$ cat config.mk
export PLATFORM = sky130hd
export DESIGN_NAME = fbc_match
export DESIGN_NICKNAME = d
export VERILOG_FILES = /design/src/rtl/fbc_pkg.sv /design/src/rtl/fbc_match.sv
export SDC_FILE = /design/constraint.sdc
export NUM_CORES = 1
export LEC_CHECK = 0
export ABC_AREA = 1
export BUFFER_PORTS_ARGS = -buffer_cell sky130_fd_sc_hd__buf_2
export CORE_AREA = 2 2 218 220
export DETAILED_ROUTE_END_ITERATION = 10
export DIE_AREA = 0 0 220 222
export GPL_TIMING_DRIVEN = 0
export PLACE_DENSITY_LB_ADDON = 0.08
export SYNTH_ARGS = -nofsm -noshare
export SYNTH_HDL_FRONTEND = slang
export SYNTH_SLANG_ARGS = --single-unit
export TNS_END_PERCENT = 50
$ cat constraint.sdc
create_clock -name clk -period 3.35 [get_ports clk]
set_clock_uncertainty 0.15 [all_clocks]
set_input_delay 0.67 -clock clk [delete_from_list [all_inputs] [get_ports clk]]
set_output_delay 0.67 -clock clk [all_outputs]
set_load 0.1 [all_outputs]
$ cat src/rtl/fbc_pkg.sv
package fbc_pkg;

	localparam int MAX_ENTRIES = 16;
	localparam int HALF_ENTRIES = MAX_ENTRIES / 2;

	localparam int FUNC_W = 2;
	localparam int FEAT_W = 6;
	localparam int ENT_W  = 4;
	localparam int VAL_W  = 32;
	localparam int CNT_W  = 5;
	localparam int CAT_W  = 5;
	localparam int STAT_W = 2;
	localparam int FCNT_W = 7;

	localparam logic [FUNC_W-1:0] FUNC_CLASSIFY = 2'd0;
	localparam logic [FUNC_W-1:0] FUNC_WRITE    = 2'd1;
	localparam logic [FUNC_W-1:0] FUNC_SETKIND  = 2'd2;

	localparam logic [STAT_W-1:0] ST_OK    = 2'd0;
	localparam logic [STAT_W-1:0] ST_RANGE = 2'd1;
	localparam logic [STAT_W-1:0] ST_MISS  = 2'd2;

	typedef struct packed {
		logic [FUNC_W-1:0]       func;
		logic [FEAT_W-1:0]       feature;
		logic [ENT_W-1:0]        entry;
		logic signed [VAL_W-1:0] value;
		logic                    discrete_kind;
		logic [CNT_W-1:0]        entry_total;
	} item_t;

	// classify request traveling behind the table read
	typedef struct packed {
		logic                    cls;
		logic                    rng;
		logic signed [VAL_W-1:0] value;
	} ctl_t;

endpackage

$ cat src/rtl/fbc_match.sv
module fbc_match import fbc_pkg::*; (
	input  logic              clk,
	input  logic              arst_n,
	input  logic              en,
	input  ctl_t              ctl_s2,
	input  logic [VAL_W-1:0]  row_s2 [MAX_ENTRIES],
	input  logic              kind_s2,
	input  logic [CNT_W-1:0]  count_s2,
	output logic              res_valid,
	output logic [CAT_W-1:0]  category,
	output logic [STAT_W-1:0] status
);

	logic [MAX_ENTRIES-1:0] hit;
	logic [MAX_ENTRIES-1:0] hit_s3;
	logic                   cls_s3;
	logic                   rng_s3;
	logic                   kind_s3;
	logic [CNT_W-1:0]       count_s3;
	logic                   lo_any;
	logic                   hi_any;
	logic [CAT_W-1:0]       lo_idx;
	logic [CAT_W-1:0]       hi_idx;
	logic [CAT_W-1:0]       cat_nx;
	logic [STAT_W-1:0]      st_nx;

	// discrete: equal; continuous: sample below edge; only entries under the count
	always_comb begin
		for (int i = 0; i < MAX_ENTRIES; i++) begin
			hit[i] = (CNT_W'(i) < count_s2) &&
				(kind_s2 ? (ctl_s2.value == $signed(row_s2[i])) :
				           (ctl_s2.value < $signed(row_s2[i])));
		end
	end

	always_ff @(posedge clk or negedge arst_n) begin
		if (!arst_n) begin
			cls_s3 <= 1'b0;
		end else if (en) begin
			cls_s3 <= ctl_s2.cls;
		end
	end

	always_ff @(posedge clk) begin
		if (en) begin
			hit_s3   <= hit;
			rng_s3   <= ctl_s2.rng;
			kind_s3  <= kind_s2;
			count_s3 <= count_s2;
		end
	end

	// first hit, searched as two halves
	always_comb begin
		lo_idx = '0;
		hi_idx = '0;
		for (int i = HALF_ENTRIES - 1; i >= 0; i--) begin
			if (hit_s3[i]) begin
				lo_idx = CAT_W'(i);
			end
		end
		for (int i = MAX_ENTRIES - 1; i >= HALF_ENTRIES; i--) begin
			if (hit_s3[i]) begin
				hi_idx = CAT_W'(i);
			end
		end
	end

	assign lo_any = |hit_s3[HALF_ENTRIES-1:0];
	assign hi_any = |hit_s3[MAX_ENTRIES-1:HALF_ENTRIES];

	always_comb begin
		cat_nx = '0;
		st_nx  = ST_OK;
		if (!rng_s3) begin
			st_nx = ST_RANGE;
		end else if (lo_any) begin
			cat_nx = lo_idx;
		end else if (hi_any) begin
			cat_nx = hi_idx;
		end else if (kind_s3) begin
			st_nx = ST_MISS;
		end else begin
			cat_nx = CAT_W'(count_s3);
		end
	end

	always_ff @(posedge clk or negedge arst_n) begin
		if (!arst_n) begin
			res_valid <= 1'b0;
		end else if (en) begin
			res_valid <= cls_s3;
		end
	end

	always_ff @(posedge clk) begin
		if (en) begin
			category <= cat_nx;
			status   <= st_nx;
		end
	end

	a_range_cat: assert property (@(posedge clk) disable iff (!arst_n)
		(res_valid && status == ST_RANGE) |-> (category == '0))
		else $error("out-of-range request with nonzero category");

	a_miss_cat: assert property (@(posedge clk) disable iff (!arst_n)
		(res_valid && status == ST_MISS) |-> (category == '0))
		else $error("missed discrete value with nonzero category");

	a_cat_max: assert property (@(posedge clk) disable iff (!arst_n)
		res_valid |-> (category <= CAT_W'(MAX_ENTRIES)))
		else $error("category beyond entry count");

	a_result_follows: assert property (@(posedge clk) disable iff (!arst_n)
		(en && cls_s3) |=> res_valid)
		else $error("classify request lost at output stage");

endmodule

Word-level counts from Yosys, hierarchy flattened
Index checks and enable logic that the tools add are counted.
- flip-flop bits (word level): 32
- output and inout bits: 8
- logic and storage cells: 115
- $lt $le $gt $ge: 32
- equal/unequal tests: 16
- multiplexer cells: 38
- bitwise logic cells: 1
- reduce and logical (&&, ||, !) cells: 19
- operators by type and width (operator ; number):
    equality test 32 bit ; 16
    < comparator 32 bit ; 16
    two-way mux 5 bit ; 17
    < comparator 4 x 5 -> 1 bit, first input constant ; 8
    < comparator 3 x 5 -> 1 bit, first input constant ; 4
    two-way mux 1 bit ; 18
    OR reduction 17 bit ; 1
    logical AND 1 bit ; 16
    OR reduction 8 bit ; 2
    < comparator 1 x 5 -> 1 bit, first input constant ; 2
    < comparator 2 x 5 -> 1 bit, first input constant ; 2
    two-way mux 4 bit ; 1
    two-way mux 3 bit ; 1
    two-way mux 2 bit ; 1
    inverter 1 bit ; 1

Depth between registers and ports, before layout
Gate-level depths: netlist (run 1).
- depth in word-level cells: 10
- mapped depth: 17

Worst setup path after synthesis (run 1)
No wires, ideal clock.
- kind: input port to flip-flop
- from: in ctl_s2[0] (netlist name)
- to: reg hit_s3[4] (data pin)
- setup time: 0.250 ns
- arrival: 1.848 ns
- data required time: 2.950 ns
- setup slack: 1.103 ns
- stages: 17
- cells stage by stage: inv_1 > ha_1 > inv_1 > nand2_1 > nand2_1 > nand2_1 > nand2_1 > nand2_1 > nand2_1 > nand2_1 > nand2_1 > nand2_1 > nand2_1 > nand2_1 > nand3_1 > nand2_1 > inv_1
- word-level cells in the longest chain between the ends: 3
- elaborated cells between the ends (all ways): 4
- classes of those cells: order compare (1); eq/ne (1); mux (1); reduce/logical (1)
- ends and longest elaborated chain (item ; line ; RTL):
    start: declaration ; fbc_match.sv:5 ; input ctl_t ctl_s2,
    < comparator 32 bit / equality test 32 bit (equally long branches) ; fbc_match.sv:32, fbc_match.sv:31 ;
    two-way mux 1 bit (*) ; fbc_match.sv:31 ; (kind_s2 ? (ctl_s2.value == $signed(row_s2[i])) :
    logical AND 1 bit (*) ; fbc_match.sv:30 ; hit[i] = (CNT_W'(i) < count_s2) &&
    named net hit[4] ; fbc_match.sv:14 ; logic [MAX_ENTRIES-1:0] hit;
    end signal: assignment ; fbc_match.sv:46 ; hit_s3 <= hit;
    end: declaration ; fbc_match.sv:15 ; logic [MAX_ENTRIES-1:0] hit_s3;
The timed path passes the listed nets; every way through them passes the cells marked *.
A chain may end at the register's enable or synchronous reset.

Worst setup path in the final report (run 1)
- from: in ctl_s2[15] (netlist name)
- to: reg hit_s3[15] (data pin)
The elaborated chain is that of the path after synthesis.

==> impl_metrics.py, run 1 <==
metrics = {
    "worst_setup_path": {
        "worstSetupStartpointType": "input pin",
        "slowest_stage": "nor3_1",
        "cpMostUsedCell": "nand2_1",
        "arrival_ns": 3.02,
        "end_kind": "register",
        "ff2ff_path_depth": 5,
        "r2r_slack_ns": 1.76,
        "crit_chain": "buf_2, ha_1, nand4_1, nor3_1, nand2_1, nand2_1, nand2_1, nand3_1, nand2_1, nor2_1, nor2_1",
        "r2r_start": "hit_s3[7]",
        "crit_required_ns": 3.23,
        "slowest_delay_ns": 0.88,
        "regToRegEndpoint": "category[1]",
        "critPathKind": "in2reg",
        "crit_fanout": 16,
    },
    "clock_network": {
        "worstSkewPairLatency_ns": 0.28,
        "ctsHoldBuffers": 0,
        "htree_num_levels": 2,
        "cts-root-buf": "clkbuf_16",
        "cts_inserted_buffers": 5,
        "clock_sinks": 32,
        "post_cts_buffers": 0,
        "cts_buffer_depth": 2,
        "cts_resized": 0,
        "clkTransAtPathRegs_ns": 0.05,
        "cts_tree": "yes",
    },
    "timing": {
        "rsz0062_at_grt": "no",
        "final_max_slew_viol_count": 0,
        "layout_min_cycle_time_ns": 3.14,
        "layout_setup_ws_ns": 0.213,
        "hold_violations": 0,
        "finalCritPeriodShare_pct": 93.6,
        "worstMarginPinSlew_ns": 1.10,
        "setup_viol": 0,
        "slew_headroom_pct": 26.0,
        "max_freq_mhz": 319,
    },
    "power": {
        "powerDensity_nw_per_um2": 162,
        "power.leakage_nw": 12.7,
        "ir_drop_mv": 0.145,
    },
    "floorplanning": {
        "start_util_pct": 33.3,
        "rows": 79,
        "die_h_um": 222,
        "core_region_area_um2": 46300,
        "io-pin-count": 563,
        "die_x_um": 220,
        "die_area_um2": 48800,
    },
    "final_layout": {
        "multi_input_area_um2": 11900,
        "fin_util_pct": 41.5,
        "seq_area_um2": 951,
        "fillers": 5119,
        "syn_to_final_growth_pct": 24.6,
        "drive_gt1_share_pct": 19.6,
        "finalNetCount": 4083,
    },
    "run": {
        "max_cap_viol_count": 0,
    },
    "drt": {
        "routedWlPerCell_um": 16.7,
        "first_iter_violations": 675,
        "ant_nets": 0,
        "viasPerCell": 4.64,
        "drc_errors": 0,
        "wirelength_mm": 61.1,
        "vias": 17000,
        "dr.pass1.iters": 7,
    },
    "global_routing": {
        "overflow": 0,
        "antenna_found_initial": 44,
        "grt_max_degree": 35,
        "first_global_vias": 16300,
        "grt_pass1_wl_mm": 89.2,
        "track_usage_pct": 24.1,
    },
    "synth": {
        "synth-simple-area-share_pct": 23.3,
        "synth_seq_cells": 32,
        "synth_compound_area_share_pct": 12.4,
        "synth_top_family_by_area": "adder cells",
        "synth.area.mux_share_pct": 0,
        "synth_fa_ha_area_share_pct": 41.6,
        "mappedNetlistNets": 3514,
        "syn_area_per_cell_um2": 6.29,
        "syn_inst": 2447,
        "yosysUniqueCellTypes": 32,
        "yosysSeqAreaShare_pct": 6.18,
        "syn_area_um2": 15400,
        "synthXorXnorAreaFrac_pct": 0,
        "ys_warn_count": 0,
    },
    "placed_design": {
        "place.detailed.hpwl_mm": 53.4,
        "io_buffers": 562,
        "routabilityCongestion": 0.900,
        "place_ws_ns": 0.00622,
    },
    "outcome": {
        "outcome": "finished clean",
    },
    "hold_path": {
        "hp-class": "in2async",
    },
}
flip-flops by register name, summed over array words and instances, names as in the netlist:
signal	flops
category	5
cls_s3	1
count_s3	5
hit_s3	16
kind_s3	1
res_valid	1
rng_s3	1
status	2
metrics by stage:
step	hold slack, ns	total power [mW]	instance area, um2	setup TNS [ns]	instances
after CTS	0.0136	3.14	19100	0	3624
after floorplan	0.224	1.79	15400	0	2447
final	0.0171	3.10	19200	0	3656
after global placement	0.306	2.63	19000	-0.0163	3616
after global routing	0.0130	3.48	19200	0	3651
after detailed placement	0.307	2.69	19000	0	3616
report_power, final:
part           leakage (nW)  switching, mW  total [mW]  internal [mW]
Combinational          12.3           1.29        2.18          0.897
Clock                0.0712          0.161       0.431          0.269
Sequential            0.320         0.0143       0.492          0.478
Total                  12.7           1.46        3.10           1.64
worst max-delay path, delay by kind of cell:
kind                       cells  cell delay (ns)
and+or+nand+nor                9             1.68
buffers and inverters          1             0.25
adders and majority gates      1             0.39
Yosys cell counts:
cell	number	share of area [%]
o21bai_1	1	0.049
o21ai_0	40	1.3
nand4_1	38	1.5
a211oi_1	2	0.098
o21a_1	30	1.5
inv_2	2	0.049
inv_1	663	16
nor2_1	154	3.8
nand4_4	2	0.28
nor3_1	11	0.36
buf_1	1	0.024
dfrtp_1	2	0.33
a21oi_1	253	8.2
nand3_2	1	0.065
o21a_2	2	0.11
nor3b_2	6	0.49
or2_1	1	0.041
a21o_1	19	0.93
nand2_1	601	15
o311ai_0	1	0.057
nand3_1	56	1.8
o21ai_1	5	0.16
a31oi_1	1	0.041
nor3b_1	1	0.049
ha_1	512	42
clkbuf_4	1	0.049
nand2_2	2	0.081
nor2_2	4	0.16
clkbuf_1	1	0.024
or2_2	1	0.041
clkinv_1	3	0.073
edfxtp_1	30	5.9
routing by layer:
| layer | global-route usage (%) | part of all wire, % | up-vias |
|---|---|---|---|
| li1 | - | - | 8931 |
| met1 | 30.2 | 44 | 7479 |
| met2 | 42.1 | 47 | 422 |
| met3 | 3.31 | 5.3 | 102 |
| met4 | 7.90 | 3.3 | 30 |
| met5 | 0 | 0.30 | - |
how the worst max path moves through the flow:
stage                     slack (ns)  depth (start not counted)          to        from
after global routing            0.17                         11  hit_s3[15]  ctl_s2[15]
after CTS                       0.29                         11  hit_s3[15]  ctl_s2[15]
after detailed placement       0.006                         11  hit_s3[15]  ctl_s2[15]
after floorplan                 1.10                         17   hit_s3[4]   ctl_s2[0]
after global placement         -0.02                         11  hit_s3[15]  ctl_s2[15]
final                           0.21                         11  hit_s3[15]  ctl_s2[15]
cell families after synthesis:
kind of cell | Yosys count
adders and majority gates | 512
AOI/OAI and AO/OA | 354
and+or+nand+nor | 878
buffers and inverters | 671
DFF | 32
layout make-up:
type                    instances  share of cell area, %
diodes                         32                  0.418
clock buffers                   5                  0.652
repair buffers                562                   14.7
inverters                     668                   13.1
multi-input cells            1744                   62.1
plain buffers                   3                 0.0783
flip-flops and latches         32                   4.96
clock inverters                 3                 0.0718
well taps                     607                   3.96
cells in the final DEF (no fill, tap or decap), types with 4 or more instances in the layout:
cell / count
nor3_1: 11
clkinv_1: 4
o21ai_0: 40
a21o_1: 19
inv_1: 663
nor3b_2: 6
edfxtp_1: 30
buf_2: 562
nand4_1: 38
nand2_1: 601
nor2_1: 154
ha_1: 512
nand3_1: 56
nor2_2: 4
o21ai_1: 5
o21a_1: 30
diode_2: 32
clkbuf_16: 5
a21oi_1: 253
No activity file was read; power rests on OpenSTA's default activity.
==> run 2: changes to the inputs <==
REMOVE_ABC_BUFFERS = 1   (was not set)
==> run 2 against run 1 <==
Compared with the run above: critical path depth did not move; count of clock-buffer cells in the layout rose by 1; register-to-register slack got worse by 0.07 ns; clock power rose by 0.9%; sequential share of layout area barely moved; cell area fell by 0.14%; power barely moved; sequential power barely moved; fmax rose by 11%.
==> impl_metrics.py, run 2 (synthesis gave the netlist of run 1 again) <==
metrics = {
    "run": {
        "max_cap_viol_count": 0,
    },
    "worst_setup_path": {
        "crit_buf_inv": 1,
        "end_kind": "register",
        "ff2ff_path_depth": 5,
        "cpMostUsedCell": "nand2_1",
        "regToRegEndpoint": "category[1]",
        "critPathKind": "in2reg",
        "worstSetupStartpointType": "input pin",
        "r2r_slack_ns": 1.69,
        "cp_top_family": "simple AND/OR/NAND/NOR gates",
        "crit_required_ns": 3.23,
        "r2r_start": "hit_s3[6]",
        "crit_chain": "buf_2, ha_1, nand4_1, nor3_1, nand2_1, nand2_1, nand2_1, nand3_1, nand2_1, nor2_1, nor2_1",
        "arrival_ns": 2.71,
        "slowest_stage": "nor3_1",
        "slowest_delay_ns": 0.65,
        "crit_fanout": 16,
    },
    "floorplanning": {
        "die_x_um": 220,
        "io-pin-count": 563,
        "core_region_area_um2": 46300,
        "start_util_pct": 33.3,
        "rows": 79,
        "die_area_um2": 48800,
        "die_h_um": 222,
    },
    "placed_design": {
        "place_ws_ns": 0.174,
        "place.detailed.hpwl_mm": 53.0,
        "routabilityCongestion": 0.912,
        "io_buffers": 562,
    },
    "final_layout": {
        "drive_gt1_share_pct": 19.5,
        "final_cell_mix": "inv_1 (663), nand2_1 (601), buf_2 (562)",
        "final_common_cell": "inv_1",
        "largest_reg_flops": 16,
        "largest-register": "hit_s3",
        "finalNetCount": 4080,
        "top_regs": "hit_s3: 16 flops, category: 5 flops, count_s3: 5 flops",
        "syn_to_final_growth_pct": 24.5,
    },
    "clock_network": {
        "cts_resized": 0,
        "cts_inserted_buffers": 5,
        "clock_sinks": 32,
        "worstSkewPairLatency_ns": 0.28,
        "ctsHoldBuffers": 0,
        "clkTransAtPathRegs_ns": 0.06,
        "cts_tree": "yes",
        "cts_buffer_depth": 2,
        "htree_num_levels": 2,
        "cts-root-buf": "clkbuf_16",
        "post_cts_buffers": 0,
    },
    "power": {
        "clkPwrFrac_pct": 14.0,
        "powerDensity_nw_per_um2": 162,
        "swShare_pct": 47.0,
        "power.leakage_nw": 12.7,
        "switchingPower_mw": 1.46,
        "internal_power_mw": 1.65,
        "combPwrFrac_pct": 70.1,
        "pwr-share-seq_pct": 15.9,
        "ir_drop_mv": 0.172,
    },
    "global_routing": {
        "first_global_vias": 16800,
        "track_usage_pct": 24.3,
        "antenna_found_initial": 40,
        "grt_pass1_wl_mm": 90.2,
        "overflow": 0,
        "grt_max_degree": 35,
    },
    "drt": {
        "dr.pass1.iters": 5,
        "routedWlPerCell_um": 16.7,
        "drc_errors": 0,
        "first_iter_violations": 680,
        "viasPerCell": 4.67,
        "wirelength_mm": 60.8,
        "ant_nets": 0,
        "vias": 17000,
    },
    "timing": {
        "max_freq_mhz": 353,
        "setup_viol": 0,
        "layout_setup_ws_ns": 0.518,
        "worstMarginPinSlew_ns": 0.857,
        "final_max_slew_viol_count": 0,
        "finalCritPeriodShare_pct": 84.5,
        "fin_tns_setup_ns": 0,
        "slew_headroom_pct": 42.8,
        "rsz0062_at_grt": "no",
        "layout_min_cycle_time_ns": 2.83,
        "hold_violations": 0,
    },
    "outcome": {
        "outcome": "finished clean",
    },
    "hold_path": {
        "hp-class": "in2async",
    },
}
## run 2: cell types whose count changed in the layout (fill, tap and decap cells not counted)
cell        previous run  this run
clkbuf_4               1         0
diode_2               32        26
clkinv_1               4         3
clkinv_2               2         1
clkinvlp_4             0         1
buf_1                  1         0
## run 2: stage by stage
stage	instance area, um2	std cells	util [%]	total power [mW]	hold slack, ns
global route	19100	3643	41.4	3.49	0.0129
global placement	18900	3613	40.9	2.62	0.305
detailed placement	18900	3613	40.9	2.69	0.310
CTS	19100	3621	41.3	3.14	0.0164
finish	19100	3647	41.4	3.10	0.0211
floorplan	15400	2444	-	1.78	0.224
## run 2: power groups by stage
stage	logic (mW)	registers (mW)	clock network, mW
5_1_grt	2.54	0.496	0.462
2_1_floorplan	1.25	0.535	0
4_1_cts	2.20	0.492	0.447
3_5_place_dp	2.19	0.500	0
6_report	2.18	0.492	0.435
3_3_place_gp	2.12	0.499	0
## run 2: layer usage
| metal | routed length (um) | vias to the layer above | track usage (%) | part of all wire, % |
|---|---|---|---|---|
| li1 | - | 8921 | - | - |
| met1 | 26100 | 7555 | 29.6 | 43 |
| met2 | 29200 | 430 | 43.3 | 48 |
| met3 | 3560 | 102 | 3.77 | 5.8 |
| met4 | 1860 | 26 | 7.73 | 3.1 |
| met5 | 167 | - | 0 | 0.27 |
## run 2: how the worst max path moves through the flow
stage | from | to | slack (ns) | cells past startpoint
after detailed placement | ctl_s2[15] | hit_s3[2] | 0.17 | 11
after global routing | ctl_s2[11] | hit_s3[8] | 0.30 | 11
final | ctl_s2[15] | hit_s3[2] | 0.52 | 11
after global placement | ctl_s2[15] | hit_s3[2] | 0.22 | 11
after floorplan | ctl_s2[0] | hit_s3[4] | 1.10 | 17
after CTS | ctl_s2[15] | hit_s3[2] | 0.48 | 11
## run 2: final cells by class
cell class | instances | area (um2)
Timing Repair Buffer | 562 | 2810
Clock buffer | 6 | 129
Sequential cell | 32 | 951
Antenna cell | 26 | 65.1
Clock inverter | 2 | 12.5
Inverter | 668 | 2510
Multi-Input combinational cell | 1744 | 11900
Tap cell | 607 | 759
Fill cell | 5126 | 27100
